[src/sv/udpbc_pkg.sv]
// Shared types, constants and helpers for the point undistortion pipeline.
// Used by every module of the block but udpbc_delay; depends on nothing.
`default_nettype none
package udpbc_pkg;

    localparam int VAL_W    = 41;
    localparam int WIDE_W   = 44;
    localparam int MAG_W    = 42;
    localparam int NUM_W    = 57;
    localparam int DEN_W    = 41;
    localparam int FRAC     = 28;
    localparam int MUL_LAT  = 4;
    localparam int RECIP_QB = 41;
    localparam int OUT_QB   = 32;
    localparam int ITER_LAT = 4 * MUL_LAT + 5 + (RECIP_QB + 1) + 1;
    localparam int PROJ_LAT = MUL_LAT + 2 + (OUT_QB + 1) + 1;

    localparam logic [2:0] CFG_INV_FOCALS = 3'd0;
    localparam logic [2:0] CFG_PRINCIPAL  = 3'd1;
    localparam logic [2:0] CFG_RADIAL     = 3'd2;
    localparam logic [2:0] CFG_TANGENTIAL = 3'd3;
    localparam logic [2:0] CFG_ROW0       = 3'd4;
    localparam logic [2:0] CFG_ROW1       = 3'd5;
    localparam logic [2:0] CFG_ROW2       = 3'd6;

    typedef logic signed [VAL_W-1:0]  val_t;
    typedef logic signed [WIDE_W-1:0] wide_t;

    localparam val_t VAL_MAX = 41'sh0FFFFFFFFFF;
    localparam val_t VAL_MIN = -VAL_MAX;
    localparam val_t VAL_ONE = 41'sh00010000000;

    typedef struct packed {
        logic signed [31:0] pix_u;
        logic signed [31:0] pix_v;
    } req_t;

    typedef struct packed {
        logic signed [31:0] out_x;
        logic signed [31:0] out_y;
        logic               out_invalid;
    } res_t;

    typedef struct packed {
        val_t k1;
        val_t k2;
        val_t p1;
        val_t p2;
    } coef_t;

    typedef struct packed {
        val_t x;
        val_t y;
        val_t x0;
        val_t y0;
        logic bad;
    } iter_t;

    function automatic wide_t ext(input val_t v);
        return {{(WIDE_W - VAL_W){v[VAL_W-1]}}, v};
    endfunction

    function automatic val_t sx32(input logic [31:0] v);
        return {{(VAL_W - 32){v[31]}}, v};
    endfunction

    function automatic val_t sat_val(input wide_t v);
        wide_t hi;
        wide_t lo;
        hi = ext(VAL_MAX);
        lo = ext(VAL_MIN);
        if (v > hi)
            return VAL_MAX;
        else if (v < lo)
            return VAL_MIN;
        else
            return val_t'(v);
    endfunction

    function automatic logic [DEN_W-1:0] abs_val(input val_t v);
        val_t n;
        n = v[VAL_W-1] ? -v : v;
        return DEN_W'(n);
    endfunction

endpackage
`default_nettype wire

[src/sv/udpbc_mul.sv]
// Pipelined fixed-point multiply: round(a*b / 2^28) half away from zero, saturated.
// Split into four 21x21 partial products. Depends on udpbc_pkg.
`default_nettype none
module udpbc_mul (
    input  wire logic              clk,
    input  wire udpbc_pkg::wide_t  a,
    input  wire udpbc_pkg::wide_t  b,
    output udpbc_pkg::val_t        p
);

    localparam int H = udpbc_pkg::MAG_W / 2;

    logic [udpbc_pkg::MAG_W-1:0] ma_reg, mb_reg;
    logic                        neg1_reg, neg2_reg, neg3_reg;
    logic [2*H-1:0]              ll_reg, lh_reg, hl_reg, hh_reg;
    logic [55:0]                 rnd_reg;
    udpbc_pkg::val_t             p_reg;
    udpbc_pkg::wide_t            abs_a, abs_b;
    logic [4*H-1:0]              sum;
    udpbc_pkg::val_t             mag;

    assign abs_a = a[udpbc_pkg::WIDE_W-1] ? -a : a;
    assign abs_b = b[udpbc_pkg::WIDE_W-1] ? -b : b;

    assign sum = (4*H)'(ll_reg)
               + ((4*H)'(lh_reg) << H)
               + ((4*H)'(hl_reg) << H)
               + ((4*H)'(hh_reg) << (2*H))
               + ((4*H)'(1) << (udpbc_pkg::FRAC - 1));

    assign mag = (rnd_reg > 56'(udpbc_pkg::VAL_MAX)) ? udpbc_pkg::VAL_MAX
                                                     : udpbc_pkg::val_t'(rnd_reg);

    always_ff @(posedge clk)
    begin
        ma_reg   <= abs_a[udpbc_pkg::MAG_W-1:0];
        mb_reg   <= abs_b[udpbc_pkg::MAG_W-1:0];
        neg1_reg <= a[udpbc_pkg::WIDE_W-1] ^ b[udpbc_pkg::WIDE_W-1];
        ll_reg   <= ma_reg[H-1:0] * mb_reg[H-1:0];
        lh_reg   <= ma_reg[H-1:0] * mb_reg[2*H-1:H];
        hl_reg   <= ma_reg[2*H-1:H] * mb_reg[H-1:0];
        hh_reg   <= ma_reg[2*H-1:H] * mb_reg[2*H-1:H];
        neg2_reg <= neg1_reg;
        rnd_reg  <= sum[udpbc_pkg::FRAC +: 56];
        neg3_reg <= neg2_reg;
        p_reg    <= neg3_reg ? -mag : mag;
    end

    assign p = p_reg;

endmodule
`default_nettype wire

[config.mk]
export PLATFORM = sky130hd
export DESIGN_NAME = udpbc_mul
export DESIGN_NICKNAME = d
export VERILOG_FILES = /design/src/sv/udpbc_pkg.sv /design/src/sv/udpbc_mul.sv
export SDC_FILE = /design/constraint.sdc
export NUM_CORES = 2
export LEC_CHECK = 0
export BUFFER_PORTS_ARGS = -buffer_cell sky130_fd_sc_hd__buf_4
export CORE_MARGIN = 2
export CORE_UTILIZATION = 55
export CTS_BUF_LIST = sky130_fd_sc_hd__clkbuf_8
export DETAILED_ROUTE_END_ITERATION = 10
export GPL_ROUTABILITY_DRIVEN = 0
export PLACE_DENSITY = 0.72
export SLEW_MARGIN = 15
export SYNTH_ARGS = -nofsm -noshare
export SYNTH_HDL_FRONTEND = slang
export SYNTH_SLANG_ARGS = --single-unit
export TNS_END_PERCENT = 30
[constraint.sdc]
create_clock -name clk -period 9.55 [get_ports clk]
set_input_delay 2.3875 -clock clk [delete_from_list [all_inputs] [get_ports clk]]
set_output_delay 2.3875 -clock clk [all_outputs]
set_load 0.05 [all_outputs]
# [Yosys cells after proc, flatten, opt, wreduce, memory -nomap -nowiden]
# Cells that the tools add are included.
[op_classes] n_addsub=7 n_mul=4 magnitude_cmp=1 mux=4 bitwise_logic=1
[ops] operator="$mul 21x21->42" n=4
[ops] operator="$add 65x84->84" n=1
[ops] operator="$add 84x28->84 const B" n=1
[ops] operator="$mux 42" n=2
[ops] operator="$neg 42->42" n=2
[ops] operator="$mux 41" n=2
[ops] operator="$add 64x63->65" n=1
[ops] operator="$add 42x63->64" n=1
[ops] operator="$gt 56x40->1 const B" n=1
[ops] operator="$neg 41->41" n=1
[ops] operator="$xor 1x1->1" n=1
[totals] regBits=352 inputBits=89 out_inout_bits=41 word_cells=28

# [Depth between registers and ports, before layout]
[logic_depth] word_depth=4 depth_mapped=28 mapped_depth_nobuf=27

# [Worst setup path after synthesis]
# Ideal clock, no wire load.
[synth_timing] kind="register to register" startpoint="register mb_reg[4] in the netlist's numbering" endpoint="register hl_reg[37]" setup_time_ns=0.127 t_arrival_ns=7.088 t_required_ns=9.423 path_slack_ns=2.335 path_stages_with_launch=28 path_buffers=1 synth_period_minus_slack_ns=7.215 path_cell_list="dfxtp_1 clkbuf_1 and2_1 fa_1 fa_1 inv_1 fa_1 inv_1 fa_1 inv_1 fa_1 inv_1 fa_1 inv_1 fa_1 inv_1 ha_1 and4_1 nand3_1 a211oi_1 or3_1 a31oi_1 o31ai_1 or4b_2 a31oi_1 o21a_1 o21ai_0 xor2_1"
[synth_between] elab_chain_len=1
[synth_rtl] element="start, declared" line="udpbc_mul.sv:13" source="logic [udpbc_pkg::MAG_W-1:0] ma_reg, mb_reg;"
[synth_rtl] element="start signal, assigned" line="udpbc_mul.sv:37" source="mb_reg <= abs_b[udpbc_pkg::MAG_W-1:0];"
[synth_rtl] element="$mul 21x21->42" line="udpbc_mul.sv:41" source="hl_reg <= ma_reg[2*H-1:H] * mb_reg[H-1:0];"
[synth_rtl] element="end signal, assigned" line="udpbc_mul.sv:41"
[synth_rtl] element="end, declared" line="udpbc_mul.sv:15" source="logic [2*H-1:0] ll_reg, lh_reg, hl_reg, hh_reg;"
# Every way passes these cells.

# [Final worst setup path]
[layout_timing] startpoint="register mb_reg[5] in the netlist's numbering" endpoint="register ll_reg[36]"
[layout_between] elab_chain_len=1
[layout_rtl] element="$mul 21x21->42" line="udpbc_mul.sv:39" source="ll_reg <= ma_reg[H-1:0] * mb_reg[H-1:0];"
[layout_rtl] element="end signal, assigned" line="udpbc_mul.sv:39"
[layout_rtl] element="end, declared" line="udpbc_mul.sv:15"
# Every way passes these cells.

==> PnR_summary.wiki <==
{| class="wikitable"
! Metric !! Value
|-
| Status || finished, final reports clean
|-
| Number of antenna violations at the first check in global routing || 11
|-
| Buffers plus inverters on the worst setup path || 7
|-
| RSZ-0062 raised after global routing || false
|-
| Final Util || 0.587
|-
| Maximum number of pins on one net before global-route repair || 44
|-
| Critical Path End Type || flip-flop
|-
| Slew headroom || 0.155
|-
| Number of global-route vias before repair || 55,630
|-
| Half-perimeter wire length after placement || 149,000 um
|-
| Worst Hold Path EP || neg3_reg
|-
| Final hold viol count || 0
|-
| Port-buffer cells || 127
|-
| Critical path's slowest cell || dfxtp_1
|-
| Net count after synthesis || 9,905
|-
| Setup-violating endpoint count in the final report || 0
|-
| Hold path startpoint || neg2_reg
|-
| Fin. max-slew vios || 0
|-
| Share of async-settable or async-resettable flops after synthesis || 0
|-
| Fraction of final layout cells with drive strength greater than 1 || 0.0556
|-
| Clock period minus final worst setup slack || 8.59 ns
|-
| Launching element type of the critical path || flip-flop
|-
| TritonCTS clock tree || built
|-
| Number of synthesized flops with an enable pin || 0
|-
| CP required || 10.21 ns
|-
| Post-synth top area share || 0.419
|-
| WL final || 185,000 um
|-
| Number of cells produced by synthesis || 7,653
|-
| Post-cts repair resize count || 0
|-
| Core ar. || 127,000 um2
|-
| Number of distinct standard cells referenced by the synthesized netlist || 73
|-
| Part of the cycle the worst path needs || 0.900
|-
| Avg WL per Cell || 19.8 um
|-
| Post-DR vias/cell || 5.51
|-
| F_max || 116 MHz
|-
| Detailed router's first-iteration violation count || 3,172
|-
| Die area || 131,000 um2
|-
| Netlist area before placement || 70,300 um2
|-
| Post-Route Setup TNS || 0 ns
|-
| Number of iterations in the first detailed-routing pass || 6
|-
| Number of CTS-inserted buffers || 60
|-
| Clock transition at the registers of the reported paths || 0.06 ns
|-
| R2R Setup Slk || 0.96 ns
|-
| Hold Crit Class || reg2reg
|-
| Root cell of the clock tree || clkbuf_8
|-
| Endpoint of the lowest-slack register-to-register path || ll_reg[36]
|-
| Horizontal die dimension || 362 um
|-
| Wire length of the first global-routing pass || 301,000 um
|-
| Leading post-synthesis cells by cell area || fa_1 (42%), ha_1 (12%), dfxtp_1 (9.4%)
|-
| Portion of the post-synthesis area used by sequential elements || 0.0942
|-
| Hold Buf Count CTS || 0
|-
| Origin of the critical flop-to-flop path || mb_reg[5]
|-
| Most instantiated library cell after synthesis || inv_1
|-
| Max Fanout on Critical Path || 22
|-
| Maxcap violations || 0
|-
| R2r worst-path depth || 27
|-
| Top Ports || 130
|-
| Clock sinks || 331
|-
| Remaining Overflow, GRT || 0
|-
| Class of the most critical setup path || reg2reg
|-
| Overall fraction of global-route tracks in use || 0.295
|-
| Max reg flops || 56
|-
| Cell depth of the worst hold path || 0
|-
| Average footprint of a synthesized cell || 9.19 um2
|-
| Cell count after placement || 9,223
|-
| CTS max path bufs || 3
|-
| Pre-CTS setup slack || 1.02 ns
|-
| Clk_lat worst skew || 0.82 ns
|-
| Initial core utilization || 0.553
|-
| Primary flip-flop cell chosen by synthesis mapping || dfxtp_1
|-
| Top cell family by delay on the critical path || adder cells
|-
| Total number of vias || 51,486
|-
| Final cell count without fillers || 9,344
|-
| Clock H-tree levels || 2
|-
| Final Net Count || 9,875
|-
| Slack of the critical path || 0.957 ns
|-
| Count of buffers added by post-CTS timing repair for setup || 0
|-
| Synth-to-layout area growth || 6.15%
|-
| Arrival time reported for the critical path endpoint || 9.25 ns
|-
| Number of warnings printed during yosys synthesis || 0
|-
| Number of placement rows || 131
|-
| Final worst clock skew || 0.104 ns
|-
| Largest area contributor in the netlist || fa_1
|-
| Actual slew at the worst max-slew pin || 1.27 ns
|-
| DR DRC count || 0
|-
| Number of storage elements in the synthesis netlist || 331
|-
| Most used cell, CP || fa_1
|-
| Number of nets with antenna violations after routing || 0
|-
| Delay of the slowest critical-path stage || 0.96 ns
|-
| List of most frequent post-synthesis cells || inv_1 (1,655), fa_1 (1,472), and2_1 (1,006)
|-
| Vertical die dimension || 362 um
|}
-- cells in the final DEF, fill, tap and decap left out, drive strengths merged, types with 117 or more instances in the layout --
cell type  instances
and2            1006
ha               691
o21ai            117
nand2            904
xnor2            202
a21oi            152
fa              1472
inv             1668
nor2             129
dfxtp            331
buf              274
-- worst register-to-register path, stage by stage, from the launching register on --
cell and delay [ns]:
dfxtp_1 0.96, buf_4 0.41, and2_1 0.19, fa_1 0.45, fa_1 0.52, inv_1 0.05, fa_1 0.48, inv_1 0.06
fa_1 0.52, inv_1 0.07, fa_1 0.53, inv_1 0.05, fa_1 0.49, inv_1 0.05, fa_1 0.48, inv_1 0.04
ha_1 0.30, a21oi_1 0.20, o221ai_1 0.15, a21oi_1 0.26, o221ai_1 0.20, a221oi_1 0.50, a21o_1 0.20, a21boi_0 0.11
o21a_1 0.22, o41ai_1 0.62, mux2i_1 0.26, o2111ai_1 0.13
-- kinds of logic after synthesis --
logic type / synth area share
AO/OA/AOI/OAI: 0.0556
XOR/XNOR: 0.0345
adder cells (fa/ha/maj): 0.542
buffers and inverters: 0.108
flip-flops: 0.0942
multiplexers: 0.000285
AND/OR/NAND/NOR: 0.165
-- worst max path at each step --
| stage | start | to | cells past startpoint |
|---|---|---|---|
| after global placement | ma_reg[28] | hh_reg[39] | 26 |
| after floorplan | mb_reg[4] | hl_reg[37] | 27 |
| after global routing | mb_reg[6] | ll_reg[36] | 29 |
| after detailed placement | mb_reg[5] | ll_reg[36] | 27 |
| final | mb_reg[5] | ll_reg[36] | 27 |
| after CTS | mb_reg[5] | ll_reg[36] | 27 |
-- metrics by stage --
step	area (um2)	hold WS [ns]
2_1_floorplan	70300	0.310
3_3_place_gp	73100	0.314
3_5_place_dp	73100	0.312
4_1_cts	74600	0.329
5_1_grt	74600	0.344
6_report	74600	0.327
-- final cells by class --
class / count / area (um2)
multi-input combinational: 5301 / 56100
fill: 10853 / 52600
sequential: 331 / 6650
inverter: 1655 / 6210
timing repair buffer: 274 / 2090
tap: 1662 / 2080
clock buffer: 73 / 1000
clock inverter: 39 / 474
antenna: 9 / 22.5
-- layer usage --
| layer | track usage | vias up | wire [um] |
|---|---|---|---|
| met5 | 0 | - | 26 |
| met4 | 0.144 | 4 | 10500 |
| met3 | 0.0545 | 507 | 14700 |
| met2 | 0.493 | 1890 | 89700 |
| met1 | 0.369 | 26306 | 70100 |
| li1 | - | 22779 | - |
Power is not shown: default switching activity piles up to over one toggle a cycle in this logic, so the estimate is an artifact.
